[config.mk]
export PLATFORM = sky130hd
export DESIGN_NAME = nested_comment_integer_lexer_top_flat
export DESIGN_NICKNAME = d
export VERILOG_FILES = /design/src/hw/rtl/ncil_pkg.sv /design/src/hw/rtl/ncil_if.sv /design/src/hw/rtl/nested_comment_integer_lexer_top.sv /design/src/flat_wrapper.sv
export VERILOG_INCLUDE_DIRS = /design/src /design/src/hw/rtl
export SDC_FILE = /design/constraint.sdc
export NUM_CORES = 1
export LEC_CHECK = 0
export BUFFER_PORTS_ARGS = -buffer_cell sky130_fd_sc_hd__clkbuf_2
export CORE_ASPECT_RATIO = 0.5
export CORE_UTILIZATION = 50
export CTS_BUF_LIST = sky130_fd_sc_hd__clkbuf_4 sky130_fd_sc_hd__clkbuf_8
export CTS_CLUSTER_DIAMETER = 100
export CTS_CLUSTER_SIZE = 30
export DETAILED_ROUTE_END_ITERATION = 6
export PLACE_DENSITY = 0.67
export SYNTH_ARGS = -nofsm -noshare
export SYNTH_HDL_FRONTEND = slang
export SYNTH_SLANG_ARGS = --single-unit
[constraint.sdc]
create_clock -name clock -period 13.9 [get_ports clock]
set_input_delay 0.695 -clock clock [delete_from_list [all_inputs] [get_ports clock]]
set_output_delay 0.695 -clock clock [all_outputs]
set_load 0.02 [all_outputs]
[src/hw/rtl/nested_comment_integer_lexer_top_defines.svh]
// Assertion macros shared by the lexer RTL
`ifndef NESTED_COMMENT_INTEGER_LEXER_TOP_DEFINES_SVH
`define NESTED_COMMENT_INTEGER_LEXER_TOP_DEFINES_SVH

// Same-cycle implication, disabled during reset
`define NCIL_ASSERT_NOW(label, clk, rst, ante, cons, msg) \
   label: assert property (@(posedge clk) disable iff (rst) (ante) |-> (cons)) \
      else $error(msg);

// Next-cycle implication, disabled during reset
`define NCIL_ASSERT_NEXT(label, clk, rst, ante, cons, msg) \
   label: assert property (@(posedge clk) disable iff (rst) (ante) |=> (cons)) \
      else $error(msg);

`endif

[src/hw/rtl/ncil_pkg.sv]
// Shared types and constants for the nested comment integer lexer
`default_nettype none
package ncil_pkg;

   // result value width
   localparam int VALUE_W = 38;

   // lexer modes
   typedef enum logic [1:0] {
      MODE_IDLE,
      MODE_TOKEN,
      MODE_LINE,
      MODE_BLOCK
   } mode_type;

   // result kinds
   localparam logic [1:0] KIND_INT = 2'd0;
   localparam logic [1:0] KIND_ERR = 2'd1;
   localparam logic [1:0] KIND_END = 2'd2;

   // character codes
   localparam logic [7:0] CH_HASH  = 8'h23;
   localparam logic [7:0] CH_BAR   = 8'h7C;
   localparam logic [7:0] CH_SEMI  = 8'h3B;
   localparam logic [7:0] CH_MINUS = 8'h2D;
   localparam logic [7:0] CH_LF    = 8'h0A;
   localparam logic [7:0] CH_CR    = 8'h0D;
   localparam logic [7:0] CH_TAB   = 8'h09;
   localparam logic [7:0] CH_SPACE = 8'h20;
   localparam logic [7:0] CH_ZERO  = 8'h30;
   localparam logic [7:0] CH_NINE  = 8'h39;

endpackage
`default_nettype wire

[src/hw/rtl/ncil_if.sv]
// Valid/ready channel interfaces for lexer input bytes and result tokens
`default_nettype none
interface ncil_req_if;
   logic       valid;
   logic       ready;
   logic [7:0] data_byte;
   logic       stream_end;

   modport source (output valid, output data_byte, output stream_end, input ready);
   modport sink   (input valid, input data_byte, input stream_end, output ready);
endinterface

interface ncil_rsp_if;
   import ncil_pkg::*;
   logic                      valid;
   logic                      ready;
   logic [1:0]                token_kind;
   logic signed [VALUE_W-1:0] token_value;
   logic                      error_flag;

   modport source (output valid, output token_kind, output token_value,
                   output error_flag, input ready);
   modport sink   (input valid, input token_kind, input token_value,
                   input error_flag, output ready);
endinterface
`default_nettype wire

[src/hw/rtl/nested_comment_integer_lexer_top.sv]
// Top level of the streaming nested comment integer lexer
//
//   channel  | direction | payload
//   ---------+-----------+-------------------------------------------
//   req_chan | in        | data_byte[7:0], stream_end
//   rsp_chan | out       | token_kind[1:0], token_value[37:0], error_flag
//
// One byte is taken every cycle unless the result stalls; zero or one
// result per byte. A byte passes through an input register, then the
// lexer update into the result register. A stalled result holds both
// stages; req_chan.ready then drops once the input register is full.
// Reset is synchronous and returns the lexer to idle with no error.
`default_nettype none
`include "nested_comment_integer_lexer_top_defines.svh"
module nested_comment_integer_lexer_top #(
   parameter int MAX_TOKEN_CHARS = 50,
   parameter int MAX_INT_CHARS   = 11,
   parameter int MAX_NESTING     = 255
) (
   input  wire          clock,
   input  wire          reset,
   ncil_req_if.sink     req_chan,
   ncil_rsp_if.source   rsp_chan
);
   import ncil_pkg::*;

   // bits needed for the largest MAX_INT_CHARS-digit magnitude
   function automatic int acc_width(int n);
      longint unsigned p;
      int              w;
      p = 1;
      for (int i = 0; i < n; i++) p = p * 10;
      p = p - 1;
      w = 0;
      while (p != 0) begin
         w++;
         p = p >> 1;
      end
      return w;
   endfunction

   localparam int LEN_W = $clog2(MAX_TOKEN_CHARS + 1);
   localparam int DEP_W = $clog2(MAX_NESTING + 1);
   localparam int ACC_W = acc_width(MAX_INT_CHARS);
   localparam int NEG_W = (ACC_W + 1 > VALUE_W) ? ACC_W + 1 : VALUE_W;

   typedef struct packed {
      logic [LEN_W-1:0] len;
      logic [ACC_W-1:0] acc;
      logic             neg;
      logic             bad;
   } tok_type;

   typedef struct packed {
      logic [1:0]                kind;
      logic signed [VALUE_W-1:0] value;
      logic                      err;
   } res_type;

   function automatic logic is_ws(logic [7:0] b);
      return (b == CH_SPACE) || (b >= CH_TAB && b <= CH_CR);
   endfunction

   // append one byte to the open token
   function automatic tok_type add_char(tok_type t, logic [7:0] b);
      tok_type r;
      r = t;
      if (t.len == '0 && b == CH_MINUS) begin
         r.neg = 1'b1;
      end else if (b >= CH_ZERO && b <= CH_NINE) begin
         if (32'(t.len) < MAX_INT_CHARS)
            r.acc = (t.acc << 3) + (t.acc << 1) + ACC_W'(b[3:0]);
      end else begin
         r.bad = 1'b1;
      end
      if (32'(t.len) < MAX_TOKEN_CHARS) r.len = t.len + 1'b1;
      return r;
   endfunction

   function automatic logic tok_full(tok_type t);
      return 32'(t.len) >= MAX_TOKEN_CHARS;
   endfunction

   // close the token: error or signed value, sticky error updated
   function automatic res_type finish_tok(tok_type t, logic st);
      res_type          r;
      logic             bad;
      logic [NEG_W-1:0] m;
      bad = t.bad || (32'(t.len) > MAX_INT_CHARS) ||
            (32'(t.len) >= MAX_TOKEN_CHARS) || st;
      m   = NEG_W'(t.acc);
      if (t.neg) m = -m;
      r.err   = st | bad;
      r.kind  = bad ? KIND_ERR : KIND_INT;
      r.value = bad ? '0 : m[VALUE_W-1:0];
      return r;
   endfunction

   // input register
   logic       in_vld_ff, in_vld_in;
   logic [7:0] in_byte_ff;
   logic       in_end_ff;

   // lexer state
   mode_type         mode_ff, mode_in;
   logic             ph_ff, ph_in;
   logic             sbar_ff, sbar_in;
   logic             shash_ff, shash_in;
   logic [DEP_W-1:0] depth_ff, depth_in;
   tok_type          tok_ff, tok_in;
   logic             sticky_ff, sticky_in;

   // result register
   logic                      out_vld_ff, out_vld_in;
   logic [1:0]                out_kind_ff;
   logic signed [VALUE_W-1:0] out_value_ff;
   logic                      out_err_ff;

   res_type    res_v;
   logic       res_vld;
   logic       do_tb;
   logic       do_ib;
   logic       advance;

   assign advance        = in_vld_ff && (!out_vld_ff || rsp_chan.ready);
   assign req_chan.ready = !in_vld_ff || advance;
   assign in_vld_in      = req_chan.valid ? 1'b1 : (advance ? 1'b0 : in_vld_ff);
   assign out_vld_in     = advance ? res_vld : (rsp_chan.ready ? 1'b0 : out_vld_ff);

   // lexer update for the registered byte
   always_comb begin
      mode_in   = mode_ff;
      ph_in     = ph_ff;
      sbar_in   = sbar_ff;
      shash_in  = shash_ff;
      depth_in  = depth_ff;
      tok_in    = tok_ff;
      sticky_in = sticky_ff;
      res_v     = '0;
      res_vld   = 1'b0;
      do_tb     = 1'b0;
      do_ib     = 1'b0;

      if (in_end_ff) begin
         // end of stream always yields one result
         res_vld = 1'b1;
         if (mode_ff == MODE_TOKEN || (mode_ff == MODE_IDLE && ph_ff)) begin
            if (mode_ff == MODE_IDLE) tok_in = '0;
            if (ph_ff) tok_in = add_char(tok_in, CH_HASH);
            res_v = finish_tok(tok_in, sticky_in);
         end else if (mode_ff == MODE_IDLE) begin
            res_v.kind = sticky_ff ? KIND_ERR : KIND_END;
            res_v.err  = sticky_ff;
         end else begin
            res_v.kind = KIND_ERR;
            res_v.err  = 1'b1;
         end
         sticky_in = res_v.err;
         mode_in   = MODE_IDLE;
         ph_in     = 1'b0;
         sbar_in   = 1'b0;
         shash_in  = 1'b0;
         depth_in  = '0;
         tok_in    = '0;
      end else begin
         unique case (mode_ff)
            MODE_IDLE: begin
               if (ph_ff) begin
                  ph_in = 1'b0;
                  if (in_byte_ff == CH_BAR) begin
                     mode_in  = MODE_BLOCK;
                     depth_in = '0;
                     sbar_in  = 1'b0;
                     shash_in = 1'b0;
                  end else begin
                     mode_in = MODE_TOKEN;
                     tok_in  = add_char('0, CH_HASH);
                     do_tb   = 1'b1;
                  end
               end else begin
                  do_ib = 1'b1;
               end
            end
            MODE_TOKEN: begin
               if (ph_ff) begin
                  ph_in = 1'b0;
                  if (in_byte_ff == CH_BAR) begin
                     res_v     = finish_tok(tok_ff, sticky_ff);
                     sticky_in = res_v.err;
                     res_vld   = 1'b1;
                     tok_in    = '0;
                     mode_in   = MODE_BLOCK;
                     depth_in  = '0;
                     sbar_in   = 1'b0;
                     shash_in  = 1'b0;
                  end else begin
                     tok_in = add_char(tok_ff, CH_HASH);
                     if (tok_full(tok_in)) begin
                        res_v     = finish_tok(tok_in, sticky_ff);
                        sticky_in = res_v.err;
                        res_vld   = 1'b1;
                        tok_in    = '0;
                        mode_in   = MODE_IDLE;
                        do_ib     = 1'b1;
                     end else begin
                        do_tb = 1'b1;
                     end
                  end
               end else begin
                  do_tb = 1'b1;
               end
            end
            MODE_LINE: begin
               if (in_byte_ff == CH_LF || in_byte_ff == CH_CR) mode_in = MODE_IDLE;
            end
            MODE_BLOCK: begin
               sbar_in  = (in_byte_ff == CH_BAR);
               shash_in = (in_byte_ff == CH_HASH);
               if (sbar_ff && in_byte_ff == CH_HASH) begin
                  // closing bar-hash
                  sbar_in  = 1'b0;
                  shash_in = 1'b0;
                  if (depth_ff != '0) depth_in = depth_ff - 1'b1;
                  else mode_in = MODE_IDLE;
               end else if (shash_ff && in_byte_ff == CH_BAR) begin
                  // nested opening, saturating with a sticky error
                  sbar_in  = 1'b0;
                  shash_in = 1'b0;
                  if (32'(depth_ff) < MAX_NESTING) depth_in = depth_ff + 1'b1;
                  else sticky_in = 1'b1;
               end
            end
         endcase
      end

      // byte inside an open token
      if (do_tb) begin
         if (is_ws(in_byte_ff) || in_byte_ff == CH_SEMI) begin
            res_v     = finish_tok(tok_in, sticky_in);
            sticky_in = res_v.err;
            res_vld   = 1'b1;
            tok_in    = '0;
            mode_in   = (in_byte_ff == CH_SEMI) ? MODE_LINE : MODE_IDLE;
         end else if (in_byte_ff == CH_HASH) begin
            ph_in = 1'b1;
         end else begin
            tok_in = add_char(tok_in, in_byte_ff);
            if (tok_full(tok_in)) begin
               res_v     = finish_tok(tok_in, sticky_in);
               sticky_in = res_v.err;
               res_vld   = 1'b1;
               tok_in    = '0;
               mode_in   = MODE_IDLE;
            end
         end
      end

      // byte while idle with no held hash
      if (do_ib && !is_ws(in_byte_ff)) begin
         if (in_byte_ff == CH_SEMI) begin
            mode_in = MODE_LINE;
         end else if (in_byte_ff == CH_HASH) begin
            ph_in = 1'b1;
         end else begin
            mode_in = MODE_TOKEN;
            tok_in  = add_char('0, in_byte_ff);
         end
      end
   end

   // control registers
   always_ff @(posedge clock) begin
      if (reset) begin
         in_vld_ff  <= 1'b0;
         out_vld_ff <= 1'b0;
         mode_ff    <= MODE_IDLE;
         ph_ff      <= 1'b0;
         sbar_ff    <= 1'b0;
         shash_ff   <= 1'b0;
         depth_ff   <= '0;
         tok_ff     <= '0;
         sticky_ff  <= 1'b0;
      end else begin
         in_vld_ff  <= in_vld_in;
         out_vld_ff <= out_vld_in;
         if (advance) begin
            mode_ff   <= mode_in;
            ph_ff     <= ph_in;
            sbar_ff   <= sbar_in;
            shash_ff  <= shash_in;
            depth_ff  <= depth_in;
            tok_ff    <= tok_in;
            sticky_ff <= sticky_in;
         end
      end
   end

   // payload registers
   always_ff @(posedge clock) begin
      if (req_chan.valid && req_chan.ready) begin
         in_byte_ff <= req_chan.data_byte;
         in_end_ff  <= req_chan.stream_end;
      end
      if (advance && res_vld) begin
         out_kind_ff  <= res_v.kind;
         out_value_ff <= res_v.value;
         out_err_ff   <= res_v.err;
      end
   end

   assign rsp_chan.valid       = out_vld_ff;
   assign rsp_chan.token_kind  = out_kind_ff;
   assign rsp_chan.token_value = out_value_ff;
   assign rsp_chan.error_flag  = out_err_ff;

   // checks
   `NCIL_ASSERT_NEXT(a_sticky_holds, clock, reset, sticky_ff, sticky_ff,
                     "sticky error cleared")
   `NCIL_ASSERT_NOW(a_err_flagged, clock, reset,
                    out_vld_ff && out_kind_ff == KIND_ERR, out_err_ff,
                    "error result without error flag")
   `NCIL_ASSERT_NOW(a_value_zero, clock, reset,
                    out_vld_ff && out_kind_ff != KIND_INT, out_value_ff == '0,
                    "non-integer result with non-zero value")
   `NCIL_ASSERT_NOW(a_depth_idle, clock, reset, mode_ff != MODE_BLOCK, depth_ff == '0,
                    "nesting depth left non-zero outside block comment")

endmodule
`default_nettype wire
[src/flat_wrapper.sv]
// flat-port wrapper written by rule: the top's interface ports become plain ports
module nested_comment_integer_lexer_top_flat import ncil_pkg::*;
#(
   parameter int MAX_TOKEN_CHARS = 50,
   parameter int MAX_INT_CHARS   = 11,
   parameter int MAX_NESTING     = 255
)
  (clock, reset, req_chan_valid, req_chan_data_byte, req_chan_stream_end, req_chan_ready, rsp_chan_valid, rsp_chan_token_kind, rsp_chan_token_value, rsp_chan_error_flag, rsp_chan_ready);
  ncil_req_if req_chan_i ();
  ncil_rsp_if rsp_chan_i ();
  input  wire clock;
  input  wire reset;
  input wire logic [$bits(req_chan_i.valid)-1:0] req_chan_valid;
  input wire logic [$bits(req_chan_i.data_byte)-1:0] req_chan_data_byte;
  input wire logic [$bits(req_chan_i.stream_end)-1:0] req_chan_stream_end;
  output wire logic [$bits(req_chan_i.ready)-1:0] req_chan_ready;
  output wire logic [$bits(rsp_chan_i.valid)-1:0] rsp_chan_valid;
  output wire logic [$bits(rsp_chan_i.token_kind)-1:0] rsp_chan_token_kind;
  output wire logic [$bits(rsp_chan_i.token_value)-1:0] rsp_chan_token_value;
  output wire logic [$bits(rsp_chan_i.error_flag)-1:0] rsp_chan_error_flag;
  input wire logic [$bits(rsp_chan_i.ready)-1:0] rsp_chan_ready;
  assign req_chan_i.valid = req_chan_valid;
  assign req_chan_i.data_byte = req_chan_data_byte;
  assign req_chan_i.stream_end = req_chan_stream_end;
  assign req_chan_ready = req_chan_i.ready;
  assign rsp_chan_valid = rsp_chan_i.valid;
  assign rsp_chan_token_kind = rsp_chan_i.token_kind;
  assign rsp_chan_token_value = rsp_chan_i.token_value;
  assign rsp_chan_error_flag = rsp_chan_i.error_flag;
  assign rsp_chan_i.ready = rsp_chan_ready;
  nested_comment_integer_lexer_top #(.MAX_TOKEN_CHARS(MAX_TOKEN_CHARS), .MAX_INT_CHARS(MAX_INT_CHARS), .MAX_NESTING(MAX_NESTING)) u_core (.clock(clock), .reset(reset), .req_chan(req_chan_i), .rsp_chan(rsp_chan_i));
endmodule
==> metrics, run 1 <==
Max Cap Violations=0; first drt pass iteration count=5; ant diodes=0; Max Clk Rate=between 0.15 and 0.2 GHz; cell count after synthesis=1361; Leak=roughly 0.0045 uW; number of synthesized flops with an enable pin=50; DRC errors left=0; Max H-tree Level=3; hold endpoint=u_core.in_byte_ff[0]; slack of the critical path=between 8 and 9 ns; DR vias/cell=6.84; final hold viol count=0; largest net degree at the start of global routing=48; clock sink count=approximately 110; Syn Area/Cell=~7.8 um2; IO Count=56; dpl hpwl=~27000 um; Setup Skew=around 0.014 ns; ANT nets after route=0; RSZ-0062 raised after global routing=no; power per cell area=59.3 nW/um2; Synth Warn #=0; via count=11100; Crit Reg-Reg Startpoint=u_core.tok_ff[41]; flop-to-flop setup slack=roughly 8.3 ns; Finish-stage setup viols=0; vias in the first global route=10100; Post-Syn Area=around 11000 um2; Slew headroom=0.275; WP buf/inv=0; setup TNS=0 ns; cell with the most instances after synthesis=a21oi_1; height of the die=about 100 um; Reg2Reg Capture Point=u_core.tok_ff[38]; fin crit share=0.399; initial antenna violation count=0; Critical-path top delay cell=o41a_1; CP endpoint kind=flop; biggest cell delay along the critical path=0.58 ns; CP Max Fanout=10; met2 usage=0.510; clk buf depth=2; hold buffers post-CTS=0; Rows=37; Die X=208 um; post-CTS sizing=0; WL/cell=~23 um; VDD IR max=between 0.00007 and 0.00008 V; nets=~1400; Distinct cells, synth=80; Clock Latency Late Sink=between 0.4 and 0.5 ns; share of cells above drive strength 1=0.0861; Die ar.=21800 um2; dpl ws=8.49 ns; core area=20600 um2; GRT Util Overall=0.336; first-pass GRT wire length=around 57000 um; syn nets=about 1500; postcts setup bufs=0; synthesis-to-finish area growth=5.38%; IO Port Bufs=55; ranking of synthesized cells by area=edfxtp_1 (14%), dfxtp_1 (12%), ha_1 (9.6%); Yosys top cell by area=edfxtp_1; number of cells on the worst hold path=1; CTS tree=done; Root Buffer=clkbuf_8; routed wire length=approximately 37000 um; FFs w/ async S/R, synth=0; Top FF cell, synth=dfxtp_1; crit-path leading delay family=compound AO/OA/AOI/OAI gates; most frequent cells after synthesis=a21oi_1 (121), nand2_1 (117), o21ai_0 (114); CP cell instances=a21boi_1, mux2i_1, o211ai_1, o41a_1, or2_2, fa_1, fa_1, nor2b_1, o31ai_1, a31oi_1, nor2_1, o21ai_0, a21oi_1, a31oi_1, mux2i_1, nor3_1, a21oi_1; Initial Util=0.512; outcome=completed; Clock transition at path regs=between 0.1 and 0.15 ns; Initial DRC Count=1249; Synth top area share=0.142; met1 GRT Util=0.470; met3 GRT Util=0.0881; HP Class=primary input to flop; critical path class=flop to flop; GRT Residual Overflow=0; post-synthesis sequential area ratio=0.258; Critical Path RT=roughly 14 ns; TritonCTS Buffers=9; Startpoint Class=flop; CP Launch Point=u_core.tok_ff[41]; GPL Wtd Cong=approximately 0.95; GR peak layer=met2; CP arrival=just under 6 ns; worst hold start=req_chan_data_byte[0]; worst slew pin tran=~1.1 ns; Final min period=approximately 5.6 ns; Slew Limit Fails=0; #FFs+latches synth=111; reg2reg path depth=17
[cell families (layout without fill, tap and decap cells)]
| kind of cell | count (synthesis) | in the layout | share of synthesized area |
|---|---|---|---|
| AO/OA/AOI/OAI | 507 | 507 | 0.315 |
| AND/OR/NAND/NOR | 454 | 454 | 0.217 |
| buffers and inverters | 137 | 123 | 0.0500 |
| flip-flops | 111 | 111 | 0.258 |
| adder cells (fa/ha/maj) | 84 | 84 | 0.102 |
| XOR/XNOR | 63 | 63 | 0.0535 |
| multiplexers | 5 | 5 | 0.00474 |
[final cells by class]
class                   instances  area (um2)
clock buffers                   9         124
repair buffers                 70         388
fillers                      1973        9510
clock inverters                 7        80.1
flip-flops and latches        111        2720
inverters                      37         139
multi-input cells            1113        7340
well taps                     273         342
[state kept, by name (all words and copies together), names as in the netlist]
register,flops
u_core.tok_ff,45
u_core.rsp_chan.token_value,38
u_core.depth_ff,8
u_core.in_byte_ff,8
u_core.mode_ff,2
u_core.rsp_chan.token_kind,2
u_core.in_end_ff,1
u_core.in_vld_ff,1
u_core.ph_ff,1
u_core.rsp_chan.error_flag,1
u_core.rsp_chan.valid,1
u_core.sbar_ff,1
u_core.shash_ff,1
u_core.sticky_ff,1
[power breakdown]
group / total, uW / switching, uW / internal, uW
combinational: 90.7 / 65.4 / 25.2
clock: 217 / 131 / 85.3
sequential: 353 / 8.08 / 345
[routing by layer]
| metal | routed length [um] | vias to the layer above |
|---|---|---|
| met3 | 3630 | 61 |
| met2 | 15500 | 602 |
| li1 | - | 5112 |
| met1 | 16700 | 5301 |
| met5 | 0 | - |
| met4 | 771 | 0 |
[how the worst max path moves through the flow]
stage / end / slack [ns] / cells after the start
final: u_core.tok_ff[38] / 8.35 / 17
after global routing: u_core.tok_ff[38] / 8.04 / 17
after CTS: u_core.tok_ff[38] / 8.46 / 19
after detailed placement: u_core.tok_ff[38] / 8.49 / 19
after global placement: u_core.tok_ff[35] / 8.59 / 20
after floorplan: u_core.tok_ff[35] / 9.13 / 21
[placed cells by master, fill, tap and decap left out, types with 34 or more instances in the layout]
| cell type | netlist | layout |
|---|---|---|
| edfxtp_1 | 50 | 50 |
| ha_1 | 81 | 81 |
| clkbuf_2 | 0 | 55 |
| dfxtp_1 | 61 | 61 |
| nand2_1 | 117 | 117 |
| inv_1 | 37 | 37 |
| a21oi_1 | 121 | 121 |
| o21ai_0 | 114 | 113 |
| xnor2_1 | 34 | 34 |
| nor2_1 | 101 | 101 |
[stage by stage]
step	cell area [um2]	util	hold slack, ns	cells	total power (uW)
finish	11100	0.539	0.419	1620	661
global route	11100	0.539	0.397	1620	684
CTS	11100	0.539	0.393	1620	662
detailed placement	10900	0.529	0.461	1604	448
global placement	10900	0.529	0.456	1604	447
floorplan	10600	-	0.440	1361	418
(Power assumes the default switching activity.)
==> run 2: changes to the inputs <==
==> constraint.sdc (replaced) <==
create_clock -name clock -period 5.2 [get_ports clock]
set_input_delay 0.26 -clock clock [delete_from_list [all_inputs] [get_ports clock]]
set_output_delay 0.26 -clock clock [all_outputs]
set_load 0.02 [all_outputs]
==> metrics, run 2 (synthesized netlist as in run 1, its figures left out) <==
outcome=complete, but fails checks; failing checks=DRC; Max Cap Violations=0; TritonCTS Buffers=9; Pint=~1200 uW; dpl hpwl=around 28000 um; GRT Util Overall=0.343; CP endpoint kind=flop; power per cell area=151 nW/um2; CP Max Fanout=15; M1 WL=~16000 um; IO Port Bufs=55; FF+latch area=approximately 2700 um2; Setup Skew=roughly 0.020 ns; most common cell after layout, fill and taps aside=a21oi_1; Comb pwr share=0.156; Cell Area, Placed=roughly 11000 um2; ANT nets after route=0; reg2reg path depth=18; Initial Util=0.512; flop-to-flop setup slack=roughly 0.24 ns; Root Buffer=clkbuf_8; Die X=208 um; Rows=37; Slew Limit Fails=0; Max Clk Rate=slightly above 0.2 GHz; height of the die=around 100 um; Clock transition at path regs=around 0.12 ns; synthesis-to-finish area growth=9.72%; register name with the most flops=u_core.tok_ff; Leak=0.00481 uW; GPL Wtd Cong=between 0.9 and 1; Flop pwr share=0.534; nets=1493; max reg flops=45; worst slew pin tran=0.902 ns; CTS tree=done; Final min period=4.96 ns; CP arrival=between 5 and 6 ns; Crit Reg-Reg Startpoint=u_core.in_byte_ff[5]; Net Sw Frac=0.324; setup TNS=0 ns; final hold viol count=0; first drt pass iteration count=7; Reg2Reg Capture Point=u_core.tok_ff[36]; ant diodes=0; Clock Latency Late Sink=0.46 ns; largest net degree at the start of global routing=48; core area=20600 um2; IO Count=56; VDD IR max=~0.00018 V; share of cells above drive strength 1=0.121; Critical Path RT=around 5.6 ns; via count=11300; highest routed layer=met4; Clk pwr share=0.310; critical path class=flop to flop; Startpoint Class=flop; HP Class=primary input to flop; first-pass GRT wire length=58400 um; net switching power=roughly 570 uW; fin crit share=0.954; most frequent cells in the layout=a21oi_1 (120), nand2_1 (117), o21ai_0 (111); Finish-stage setup viols=0; Slew headroom=0.398; Max H-tree Level=3; clock sink count=about 110; vias in the first global route=~11000; met2 wire length=16300 um; DRC errors left=1; Initial DRC Count=~1500; GRT Residual Overflow=0; DR vias/cell=6.78; initial antenna violation count=0; clk buf depth=2; PnR Total Power=~1800 uW; dpl ws=approximately 0.019 ns; slack of the critical path=roughly 0.24 ns; worst hold start=req_chan_valid; routed wire length=37600 um; wire length on met3=4250 um; number of cells on the worst hold path=3; hold endpoint=u_core.in_vld_ff; Die ar.=roughly 22000 um2; footprint of the multi-input gates=between 7000 and 8000 um2; WL/cell=between 20 and 25 um; Final Core Density=0.562; final instance area=approximately 12000 um2; fillcell total=around 2000
-- run 2: worst max path at each step --
| stage | to | start | slack [ns] | cells past startpoint |
|---|---|---|---|---|
| after CTS | u_core.tok_ff[37] | u_core.tok_ff[39] | 0.06 | 20 |
| after detailed placement | u_core.tok_ff[37] | u_core.tok_ff[39] | 0.02 | 20 |
| final | u_core.tok_ff[36] | u_core.in_byte_ff[5] | 0.24 | 18 |
| after floorplan | u_core.tok_ff[35] | u_core.tok_ff[39] | 0.43 | 21 |
| after global placement | u_core.tok_ff[35] | u_core.tok_ff[39] | 0.11 | 20 |
| after global routing | u_core.tok_ff[37] | u_core.tok_ff[39] | -0.06 | 23 |
-- run 2: through the flow --
stage                     hold slack (ns)  cells
after floorplan                     0.359   1361
after global placement              0.438   1648
after detailed placement            0.439   1648
after CTS                          0.0168   1673
after global routing               0.0358   1674
final                              0.0402   1674
-- run 2: power groups by stage --
stage	registers, uW	clock network, uW	logic (uW)
CTS	937	554	261
finish	938	544	273
floorplan	958	0	158
detailed placement	957	0	254
global placement	956	0	252
global route	940	582	290
-- run 2: critical path, cell delays in order, from the launching register on --
cell and delay (ns):
edfxtp_1 0.49, and4b_1 0.28, nand2_1 0.15, buf_4 0.21
a31oi_2 0.51, buf_4 0.33, and3_1 0.22, ha_1 0.24
ha_1 0.38, a21o_1 0.21, a21o_1 0.17, a221o_1 0.31
nor2_1 0.25, o211ai_1 0.15, a21oi_1 0.26, o31ai_1 0.14
a221o_1 0.33, xnor2_1 0.17, o2bb2ai_1 0.08
-- run 2: final cells by class --
type / count / area share
flip-flops and latches: 111 / 0.235
well taps: 273 / 0.0295
multi-input cells: 1113 / 0.635
inverters: 37 / 0.0120
clock buffers: 9 / 0.0107
repair buffers: 124 / 0.0725
clock inverters: 7 / 0.00464
-- run 2: routing by layer --
metal	vias up	GRT usage
li1	5206	-
met1	5379	0.462
met2	666	0.538
met3	92	0.0893
met4	0	0.105
met5	-	0
-- run 2: what timing repair did --
action                                  CTS  global route
setup buffers                             0             1
endpoints found under the hold margin     9             0
pin swaps                                 0             3
hold buffers                              9             0
resized for setup                         1            11
endpoints found under the setup margin    2            11
